[src/rtl/core/olid_pkg.sv]
`timescale 1ns / 1ps
// ----------------------------------------------------------------------------
// olid_pkg: shared types and codes for the ordered list block
// Request and response words, operation codes, status codes and the
// per-cell update codes.
// ----------------------------------------------------------------------------
package olid_pkg;

	localparam int FIELD_W = 32;

	typedef struct packed {
		logic [2:0]                mode;
		logic signed [FIELD_W-1:0] value;
		logic signed [FIELD_W-1:0] key;
	} req_word_t;

	typedef struct packed {
		logic [1:0]                status;
		logic signed [FIELD_W-1:0] item_value;
		logic [4:0]                length;
		logic                      last;
	} rsp_word_t;

	localparam logic [2:0] MODE_INS_FRONT = 3'd0;
	localparam logic [2:0] MODE_INS_AFTER = 3'd1;
	localparam logic [2:0] MODE_INS_END   = 3'd2;
	localparam logic [2:0] MODE_DEL_FRONT = 3'd3;
	localparam logic [2:0] MODE_DEL_KEY   = 3'd4;
	localparam logic [2:0] MODE_DEL_END   = 3'd5;
	localparam logic [2:0] MODE_DUMP      = 3'd6;

	localparam logic [1:0] STAT_DONE      = 2'd0;
	localparam logic [1:0] STAT_NOT_FOUND = 2'd1;
	localparam logic [1:0] STAT_EMPTY     = 2'd2;
	localparam logic [1:0] STAT_FULL      = 2'd3;

	typedef logic [2:0] cell_op_t;

	localparam cell_op_t CELL_HOLD  = 3'd0;
	localparam cell_op_t CELL_LOAD  = 3'd1;
	localparam cell_op_t CELL_LEFT  = 3'd2;
	localparam cell_op_t CELL_RIGHT = 3'd3;
	localparam cell_op_t CELL_HEAD  = 3'd4;

endpackage

[src/rtl/core/olid_cell.sv]
`timescale 1ns / 1ps
// ----------------------------------------------------------------------------
// olid_cell: one list slot
// Holds one word, compares it against the search key and takes its next
// word from the new value, a neighbor, or the head slot.
// ----------------------------------------------------------------------------
module olid_cell #(
	parameter int WORD_WIDTH = 32
) (
	input  logic                  clk,
	input  olid_pkg::cell_op_t    op,
	input  logic [WORD_WIDTH-1:0] left_word,
	input  logic [WORD_WIDTH-1:0] right_word,
	input  logic [WORD_WIDTH-1:0] head_word,
	input  logic [WORD_WIDTH-1:0] load_word,
	input  logic [WORD_WIDTH-1:0] key,
	output logic [WORD_WIDTH-1:0] word,
	output logic                  match
);
	import olid_pkg::*;

	logic [WORD_WIDTH-1:0] word_q;

	always_ff @(posedge clk) begin
		case (op)
			CELL_HOLD:  word_q <= word_q;
			CELL_LOAD:  word_q <= load_word;
			CELL_LEFT:  word_q <= left_word;
			CELL_RIGHT: word_q <= right_word;
			CELL_HEAD:  word_q <= head_word;
			default:    word_q <= word_q;
		endcase
	end

	assign word  = word_q;
	assign match = (word_q == key);

endmodule

[src/rtl/core/ordered_list_insert_delete.sv]
`timescale 1ns / 1ps
// ----------------------------------------------------------------------------
// ordered_list_insert_delete: bounded ordered list of signed words
// Row of slot cells with parallel key compare and shift insert/delete.
// ----------------------------------------------------------------------------
// An insert or delete spans the cycle the request word is accepted, in which
// every cell compares its word against the key and the match flags are
// registered, and the apply state, in which the first match is picked and the
// whole row shifts at once. A dump goes on from the apply state to the dump
// state, where the row rotates one slot a cycle while the response is not
// stalled and the head slot is reported each time, so the list is back in
// place when the dump ends. A stalled response holds the state. A new request
// may be accepted while the last response word still waits in the output register.
module ordered_list_insert_delete #(
	parameter int CAPACITY   = 16,
	parameter int WORD_WIDTH = 32
) (
	input  logic                clk,
	input  logic                arst_n,
	input  logic                req_valid,
	output logic                req_stall,
	input  olid_pkg::req_word_t req,
	output logic                rsp_valid,
	input  logic                rsp_stall,
	output olid_pkg::rsp_word_t rsp
);
	import olid_pkg::*;

	localparam int CW = $clog2(CAPACITY + 1);

	localparam logic [1:0] ST_IDLE  = 2'd0;
	localparam logic [1:0] ST_APPLY = 2'd1;
	localparam logic [1:0] ST_DUMP  = 2'd2;

	logic [1:0]            state_q, state_n;
	logic [CW-1:0]         count_q, count_n;
	logic [CW-1:0]         dcnt_q;
	logic [2:0]            mode_q;
	logic [WORD_WIDTH-1:0] value_q;
	logic [CAPACITY-1:0]   match_q;
	logic                  rsp_valid_q;
	rsp_word_t             rsp_q;

	logic [WORD_WIDTH-1:0] words [CAPACITY];
	logic [CAPACITY-1:0]   match_c;
	cell_op_t              ops [CAPACITY];

	logic [63:0]           value_z, key_z;
	logic [WORD_WIDTH-1:0] key_w;
	logic                  accept, out_free;
	logic [CW-1:0]         cnt_m1;
	logic [CAPACITY:0]     cnt_oh, tail_oh, valid_mask, below_tail;
	logic [CAPACITY-1:0]   first, pos, ge;
	logic                  full, empty, found;
	logic                  emit;
	logic [1:0]            status_c;
	logic [WORD_WIDTH-1:0] item_c, removed;
	logic                  last_c;
	logic [CW+4:0]         len_z;

	function automatic logic [FIELD_W-1:0] report(input logic [WORD_WIDTH-1:0] w);
		logic signed [63:0] ext;
		ext = 64'(signed'(w));
		return ext[FIELD_W-1:0];
	endfunction

	assign value_z = {32'b0, req.value};
	assign key_z   = {32'b0, req.key};
	assign key_w   = key_z[WORD_WIDTH-1:0];

	assign accept    = req_valid && !req_stall;
	assign req_stall = (state_q != ST_IDLE);
	assign out_free  = !rsp_valid_q || !rsp_stall;

	assign cnt_m1     = count_q - 1'b1;
	assign cnt_oh     = (CAPACITY + 1)'(1) << count_q;
	assign tail_oh    = (CAPACITY + 1)'(1) << cnt_m1;
	assign valid_mask = cnt_oh - 1'b1;
	assign below_tail = tail_oh - 1'b1;

	assign full  = (count_q == CW'(CAPACITY));
	assign empty = (count_q == '0);
	assign found = |match_q;
	assign first = match_q & (~match_q + 1'b1);

	for (genvar i = 0; i < CAPACITY; i++) begin : g_cell
		logic [WORD_WIDTH-1:0] left_w, right_w;
		if (i == 0) begin : g_head
			assign left_w = '0;
		end else begin : g_mid
			assign left_w = words[i-1];
		end
		if (i == CAPACITY - 1) begin : g_tail
			assign right_w = '0;
		end else begin : g_body
			assign right_w = words[i+1];
		end
		olid_cell #(.WORD_WIDTH(WORD_WIDTH)) u_cell (
			.clk        (clk),
			.op         (ops[i]),
			.left_word  (left_w),
			.right_word (right_w),
			.head_word  (words[0]),
			.load_word  (value_q),
			.key        (key_w),
			.word       (words[i]),
			.match      (match_c[i])
		);
	end

	// pick the slot the operation works on, as a one-hot vector
	always_comb begin
		case (mode_q)
			MODE_INS_FRONT, MODE_DEL_FRONT: pos = CAPACITY'(1);
			MODE_INS_AFTER: pos = {first[CAPACITY-2:0], 1'b0};
			MODE_INS_END:   pos = cnt_oh[CAPACITY-1:0];
			MODE_DEL_KEY:   pos = first;
			MODE_DEL_END:   pos = tail_oh[CAPACITY-1:0];
			default:        pos = '0;
		endcase
	end

	assign ge = ~(pos - 1'b1);

	always_comb begin
		removed = '0;
		for (int i = 0; i < CAPACITY; i++) begin
			removed = removed | (words[i] & {WORD_WIDTH{pos[i]}});
		end
	end

	always_comb begin
		state_n  = state_q;
		count_n  = count_q;
		emit     = 1'b0;
		status_c = STAT_DONE;
		item_c   = '0;
		last_c   = 1'b1;
		for (int i = 0; i < CAPACITY; i++) begin
			ops[i] = CELL_HOLD;
		end
		case (state_q)
			ST_IDLE: begin
				if (req_valid) begin
					state_n = ST_APPLY;
				end
			end
			ST_APPLY: begin
				if (mode_q == MODE_DUMP && !empty) begin
					state_n = ST_DUMP;
				end else if (out_free) begin
					emit    = 1'b1;
					state_n = ST_IDLE;
					case (mode_q)
						MODE_INS_FRONT, MODE_INS_AFTER, MODE_INS_END: begin
							if (full) begin
								status_c = STAT_FULL;
							end else if (mode_q == MODE_INS_AFTER && !found) begin
								status_c = STAT_NOT_FOUND;
							end else begin
								count_n = count_q + 1'b1;
								for (int i = 0; i < CAPACITY; i++) begin
									if (pos[i]) ops[i] = CELL_LOAD;
									else if (ge[i]) ops[i] = CELL_LEFT;
								end
							end
						end
						MODE_DEL_FRONT, MODE_DEL_KEY, MODE_DEL_END: begin
							if (empty) begin
								status_c = STAT_EMPTY;
							end else if (mode_q == MODE_DEL_KEY && !found) begin
								status_c = STAT_NOT_FOUND;
							end else begin
								count_n = count_q - 1'b1;
								item_c  = removed;
								for (int i = 0; i < CAPACITY; i++) begin
									if (ge[i]) ops[i] = CELL_RIGHT;
								end
							end
						end
						MODE_DUMP: status_c = STAT_EMPTY;
						default:   status_c = STAT_DONE;
					endcase
				end
			end
			ST_DUMP: begin
				if (out_free) begin
					emit   = 1'b1;
					item_c = words[0];
					last_c = (dcnt_q == cnt_m1);
					// rotate the held entries: head wraps to the tail slot
					for (int i = 0; i < CAPACITY; i++) begin
						if (below_tail[i]) ops[i] = CELL_RIGHT;
						else if (tail_oh[i]) ops[i] = CELL_HEAD;
					end
					if (last_c) begin
						state_n = ST_IDLE;
					end
				end
			end
			default: state_n = ST_IDLE;
		endcase
	end

	assign len_z = {5'b0, count_n};

	always_ff @(posedge clk or negedge arst_n) begin
		if (!arst_n) begin
			state_q     <= ST_IDLE;
			count_q     <= '0;
			dcnt_q      <= '0;
			rsp_valid_q <= 1'b0;
		end else begin
			state_q <= state_n;
			count_q <= count_n;
			if (state_q == ST_APPLY) begin
				dcnt_q <= '0;
			end else if (state_q == ST_DUMP && out_free) begin
				dcnt_q <= dcnt_q + 1'b1;
			end
			if (emit) begin
				rsp_valid_q <= 1'b1;
			end else if (!rsp_stall) begin
				rsp_valid_q <= 1'b0;
			end
		end
	end

	always_ff @(posedge clk) begin
		if (accept) begin
			mode_q  <= req.mode;
			value_q <= value_z[WORD_WIDTH-1:0];
			match_q <= match_c & valid_mask[CAPACITY-1:0];
		end
		if (emit) begin
			rsp_q.status     <= status_c;
			rsp_q.item_value <= report(item_c);
			rsp_q.length     <= len_z[4:0];
			rsp_q.last       <= last_c;
		end
	end

	assign rsp_valid = rsp_valid_q;
	assign rsp       = rsp_q;

endmodule

[config.mk]
export PLATFORM = sky130hd
export DESIGN_NAME = ordered_list_insert_delete
export DESIGN_NICKNAME = d
export VERILOG_FILES = /design/src/rtl/core/olid_pkg.sv /design/src/rtl/core/olid_cell.sv /design/src/rtl/core/ordered_list_insert_delete.sv
export SDC_FILE = /design/constraint.sdc
export NUM_CORES = 2
export LEC_CHECK = 0
export ABC_AREA = 1
export BUFFER_PORTS_ARGS = -buffer_cell sky130_fd_sc_hd__buf_2
export CAP_MARGIN = 20
export CORE_MARGIN = 2
export CORE_UTILIZATION = 51
export CTS_CLUSTER_SIZE = 14
export DETAILED_ROUTE_END_ITERATION = 8
export MAX_ROUTING_LAYER = met4
export PLACE_DENSITY_LB_ADDON = 0.2
export SLEW_MARGIN = 5
export SYNTH_ARGS = -nofsm -noshare
export SYNTH_HDL_FRONTEND = slang
export SYNTH_HIERARCHICAL = 1
export SYNTH_SLANG_ARGS = --single-unit
[constraint.sdc]
create_clock -name clk -period 10.2 [get_ports clk]
set_input_delay 0.51 -clock clk [delete_from_list [all_inputs] [get_ports clk]]
set_output_delay 0.51 -clock clk [all_outputs]
set_load 0.01 [all_outputs]
# Word level (Yosys, flattened, before mapping)
# Index checks and enable logic that the tools add are counted.
[op_classes] addsub=7 shifts=2 n_eq_ne=94 bitwise_logic=37 muxes=139 n_reduce_logical=40
[ops] cell="32-bit one-hot mux with 4 select lines" n=14
[ops] cell="32-bit bitwise AND" n=16
[ops] cell="32-bit == test" n=16
[ops] cell="32-bit OR" n=15
[ops] cell="47-bit two-way mux" n=6
[ops] cell="32-bit two-way mux" n=6
[ops] cell="32-bit one-hot mux with 3 select lines" n=2
[ops] cell="2-bit two-way mux" n=55
[ops] cell="3-bit by 2-bit == test with 1-bit output (second input constant)" n=34
[ops] cell="3-bit two-way mux" n=32
[ops] cell="48-bit one-hot mux with 2 select lines" n=1
[ops] cell="47-bit one-hot mux with 2 select lines" n=1
[ops] cell="16-bit one-hot mux with 5 select lines" n=1
[ops] cell="32-bit one-hot mux with 2 select lines" n=1
[ops] cell="4-bit nonzero test" n=14
[ops] cell="3-bit == test (second input constant)" n=18
[ops] cell="3-bit by 1-bit == test with 1-bit output (second input constant)" n=17
[ops] cell="48-bit two-way mux" n=1
[ops] cell="16-bit by 1-bit subtractor with 16-bit output (second input constant)" n=3
[ops] cell="5-bit two-way mux" n=9
[ops] cell="16-bit bitwise AND" n=2
[ops] cell="16-bit inverter" n=2
[ops] cell="1-bit by 5-bit left shift with 16-bit output (first input constant)" n=2
[ops] cell="16-bit by 1-bit adder with 16-bit output (second input constant)" n=1
[ops] cell="other kinds (27)" n=50
[word_totals] register_bits=616 output_inout_bits=42 elab_cells=346 input_bits=71

# Depth between registers and ports, before layout
[depth] word_depth=26 ltp_mapped=30 mapped_depth_nobuf=28

# Modules after synthesis
# The synthesis kept the hierarchy.
[by_module_without_submodules] module="olid_cell" cells_per_inst=382 seq_area_each_um2=960.9 instances=16 area_per_inst_um2=2419.8
[by_module_without_submodules] module="ordered_list_insert_delete" cells_per_inst=2113 seq_area_each_um2=3057.9 instances=1 area_per_inst_um2=11941.5

# Worst setup path before layout
# Ideal clock, no wire load.
[synth_path] kind="register to register" start="register count_q[1]" end="register g_cell[14].u_cell.word_q[0], enable pin" path_buffers=1 path_stages_with_launch=26 arrival_ps=4026 t_required_ps=9811 path_slack_ps=5785 path_cell_list="dfrtp_1 > inv_1 > ha_1 > inv_1 > nand2_1 > nand2_2 > inv_2 > nand2_1 > nor2_1 > nand3_1 > nand2_2 > buf_2 > inv_1 > ha_1 > inv_1 > nor2_2 > nand4_1 > inv_2 > nand4_1 > ha_1 > or2_2 > nand2_1 > nand2_1 > o21ai_0 > o21ai_0 > nand2_1"
[synth_rtl] element="start, declared" line_no="ordered_list_insert_delete.sv:36" source="logic [CW-1:0] count_q, count_n;"
[synth_rtl] element="start signal, assigned" line_no="ordered_list_insert_delete.sv:215" source="count_q <= count_n;"
[synth_rtl] element="end signal, assigned" line_no="olid_cell.sv:26" source="CELL_HOLD: word_q <= word_q;"
[synth_rtl] element="end signal, assigned" line_no="olid_cell.sv:27" source="CELL_LOAD: word_q <= load_word;"
[synth_rtl] element="end signal, assigned" line_no="olid_cell.sv:28" source="CELL_LEFT: word_q <= left_word;"
[synth_rtl] element="end, declared" line_no="olid_cell.sv:22" source="logic [WORD_WIDTH-1:0] word_q;"

==> results.md <==
- Core Area: 0.09842 mm2
- Most common cell after layout, fill and taps aside: nand2_1
- Detailed Routing Iterations Pass 1: 8
- Routability Congestion: 0.9578
- Clock power frac: 0.207
- Max FO, Critical Path: 37
- CTS HTree Levels: 3
- R2R setup slack: 4.00 ns
- Worst path top cell family by delay: simple AND/OR/NAND/NOR gates
- Die height: 319.2 um
- Most frequent cells in the layout: nand2_1, nor2_1, inv_1, edfxtp_1, nand4_1
- Worst min path class: in -> reg
- RSZ-0062 raised after global routing: no
- Async SR Flop Fraction: 0.02110
- WL/cell: 19.96 um
- Worst-Margin Slew: 1.156 ns
- Post-route cell area: 0.05503 mm2
- Top cells by area, synth: edfxtp_1, nand2_1, nor2_1
- Pleak: around 27 nW
- Worst setup path category: reg -> reg
- Syn Inst Count: 8225
- Initial antenna violation count: 4
- Yosys reg bits: 616
- Row count: 115
- Maximum clock rate: 161.2 MHz
- Crit path launch type: register
- Clock Latency Late Sink: 0.68 ns
- Comb power frac: 0.393
- Die area: 0.1019 mm2
- Via count: 54500
- Worst Hold Depth: 1
- Area taken by multi-input logic gates: 0.02670 mm2
- Max Clock Skew: slightly above 0.04 ns
- R2R cell count: 27
- DR iter-0 viols: approximately 6500
- Vias per cell: roughly 5.6
- Final WL: 192900 um
- Flop pwr share: 0.400
- Synthesized area per cell: 6.159 um2
- Initial cell density of the core: 0.5147
- Cell variety after synth: 44
- Mapped cell area: 0.05066 mm2
- Max Slew Vio Count: 0
- Worst path slowest cell: a21oi_4
- Num CTS Buffers: 78
- Outcome: completed
- Reg area: around 0.018 mm2
- CTS Root Cell: clkbuf_16
- Switching portion of total power: 0.4581
- P_sw: 6.148 mW
- Worst r2r dst: g_cell[14].u_cell/word[10]
- Most frequently used flop master after synthesis: edfxtp_1
- HPWL Detailed: between 100000 and 150000 um
- Clock sink count: 616
- Worst-path clk slew: 0.06 ns
- Fin crit share: 0.6081
- ANT nets after route: 0
- Worst Min Path Start: req[52]
- Critical Path RT: 10.73 ns
- Post-synthesis sequential area ratio: 0.3639
- Worst Hold Endpoint: value_q[20]
- Pwr Density: 243.9 mW/mm2
- Yosys warns: 6
- Tot GR Track Use: 0.3789
- Clk buf depth: 3
- Critical Path Sink Type: register
- Yosys top cell by area: edfxtp_1
- CTS-repair resized insts: 0
- Final Critical Period: 6.202 ns
- # fillers: 9689
- Vias in the first global route: 50640
- I/O Buffers: ~110
- Post-CTS Setup Inserts: 0
- Reg2reg start: count_q[1]
- P&R area growth vs syn: 8.635%
- Area after DPL: 0.05211 mm2
- Relative slew slack: 0.2278
- Largest net degree at the start of global routing: 47
- Power Internal: roughly 7.3 mW
- Post-synth top area share: 0.3574
- Crit path top cell by count: inv_1
- EDFF count, synth: 603
- CTS tree: yes
- Top Ports: 113
- Peak VDD IR: 0.1597 mV
- Final Hold Violating Endpoints: 0
- First-pass GRT wire length: ~290000 um
- Setup TNS Final: 0 ns
- Crit path buffers/inverters: 8
- Fraction of layout cells with a size suffix above 1: 0.05028
- Final net count: between 8000 and 9000
- Crit path DAT: 6.73 ns
- DRC Markers: 0
- Final setup viols: 0
- Post-layout util: 0.5592
- GRT overflow: 0
- CP peak stage delay: just under 0.7 ns
- Max cap viols: 0
- Die width: 319.2 um
-- cell families (layout without fill, tap and decap cells) --
logic type / Yosys count / after routing / share of synthesized area
DFF: 616 / 616 / 0.3639
xor gates and xnor gates: 53 / 53 / 0.009163
and+or+nand+nor: 5906 / 5906 / 0.4730
AOI/OAI and AO/OA: 233 / 233 / 0.02882
adders and majority gates: 45 / 45 / 0.01111
other: 1 / 68 / 0.00007402
buffers and inverters: 1371 / 1456 / 0.1140
-- worst max-delay path by stage --
stage,start,endpoint,depth (start not counted)
2_1_floorplan,count_q[1],g_cell[14].u_cell/word[0],25
3_3_place_gp,count_q[1],g_cell[14].u_cell/word[1],26
3_5_place_dp,count_q[1],g_cell[14].u_cell/word[9],26
4_1_cts,count_q[1],g_cell[14].u_cell/word[10],26
5_1_grt,count_q[1],g_cell[14].u_cell/word[21],27
6_report,count_q[1],g_cell[14].u_cell/word[10],27
-- state kept, by name (all words and copies together) (netlist names) --
register	flops
state_q	2
g_cell.u_cell/word	512
rsp	40
rsp_valid	1
match_q	16
dcnt_q	5
count_q	5
value_q	32
mode_q	3
-- power by group through the flow --
stage	Clock (mW)	Sequential [mW]	Combinational, mW
3_5_place_dp	0	5.38	5.02
6_report	2.78	5.37	5.27
2_1_floorplan	0	5.01	3.45
3_3_place_gp	0	5.37	4.84
4_1_cts	2.79	5.34	5.05
5_1_grt	2.89	5.47	5.80
-- routing by layer --
metal	up-vias	share of wire	wire, um	track usage
met5	-	0	0	-
met4	0	0.074	14310	0.2518
met3	709	0.091	17530	0.04960
met2	3035	0.46	88850	0.6092
met1	25100	0.37	72180	0.4455
li1	25660	-	-	-
-- metrics by stage --
step	cells	total power [mW]	worst slack (ns)	hold WS [ns]
floorplan	8288	8.460	5.785	0.2144
finish	9664	13.42	3.998	0.02209
detailed placement	9502	10.41	4.012	0.4210
CTS	9644	13.19	3.979	0.0001228
global placement	9500	10.21	4.150	0.4136
global route	9663	14.16	3.623	0.01663
-- area by class of cell --
type | instances | area share
antenna | 4 | 0.0001819
timing repair buffer | 218 | 0.03106
tap | 1287 | 0.02926
clock inverter | 39 | 0.005366
clock buffer | 97 | 0.03886
multi-input combinational | 6301 | 0.4851
sequential | 616 | 0.3349
inverter | 1102 | 0.07521
-- cells in the mapped netlist (13+ instances only) --
cell	count
nand2_1	4068
nor2_1	1120
inv_1	1074
edfxtp_1	603
nand4_1	513
buf_2	118
o21ai_0	118
nand3_1	115
clkbuf_1	79
buf_6	57
xor2_1	53
ha_1	45
a21oi_1	28
inv_2	27
nand2_2	20
o21ai_1	20
nor3_1	18
o22ai_1	18
a22oi_1	17
a21oi_4	16
nand3b_1	16
buf_4	13
dfrtp_1	13
nor2_4	13
-- what timing repair did --
item,in CTS,in global routing
endpoints found under the setup margin,0,0
hold endpoints to repair,18,0
hold buffers,6,0
Note: power is estimated with default switching activity, not from simulation.
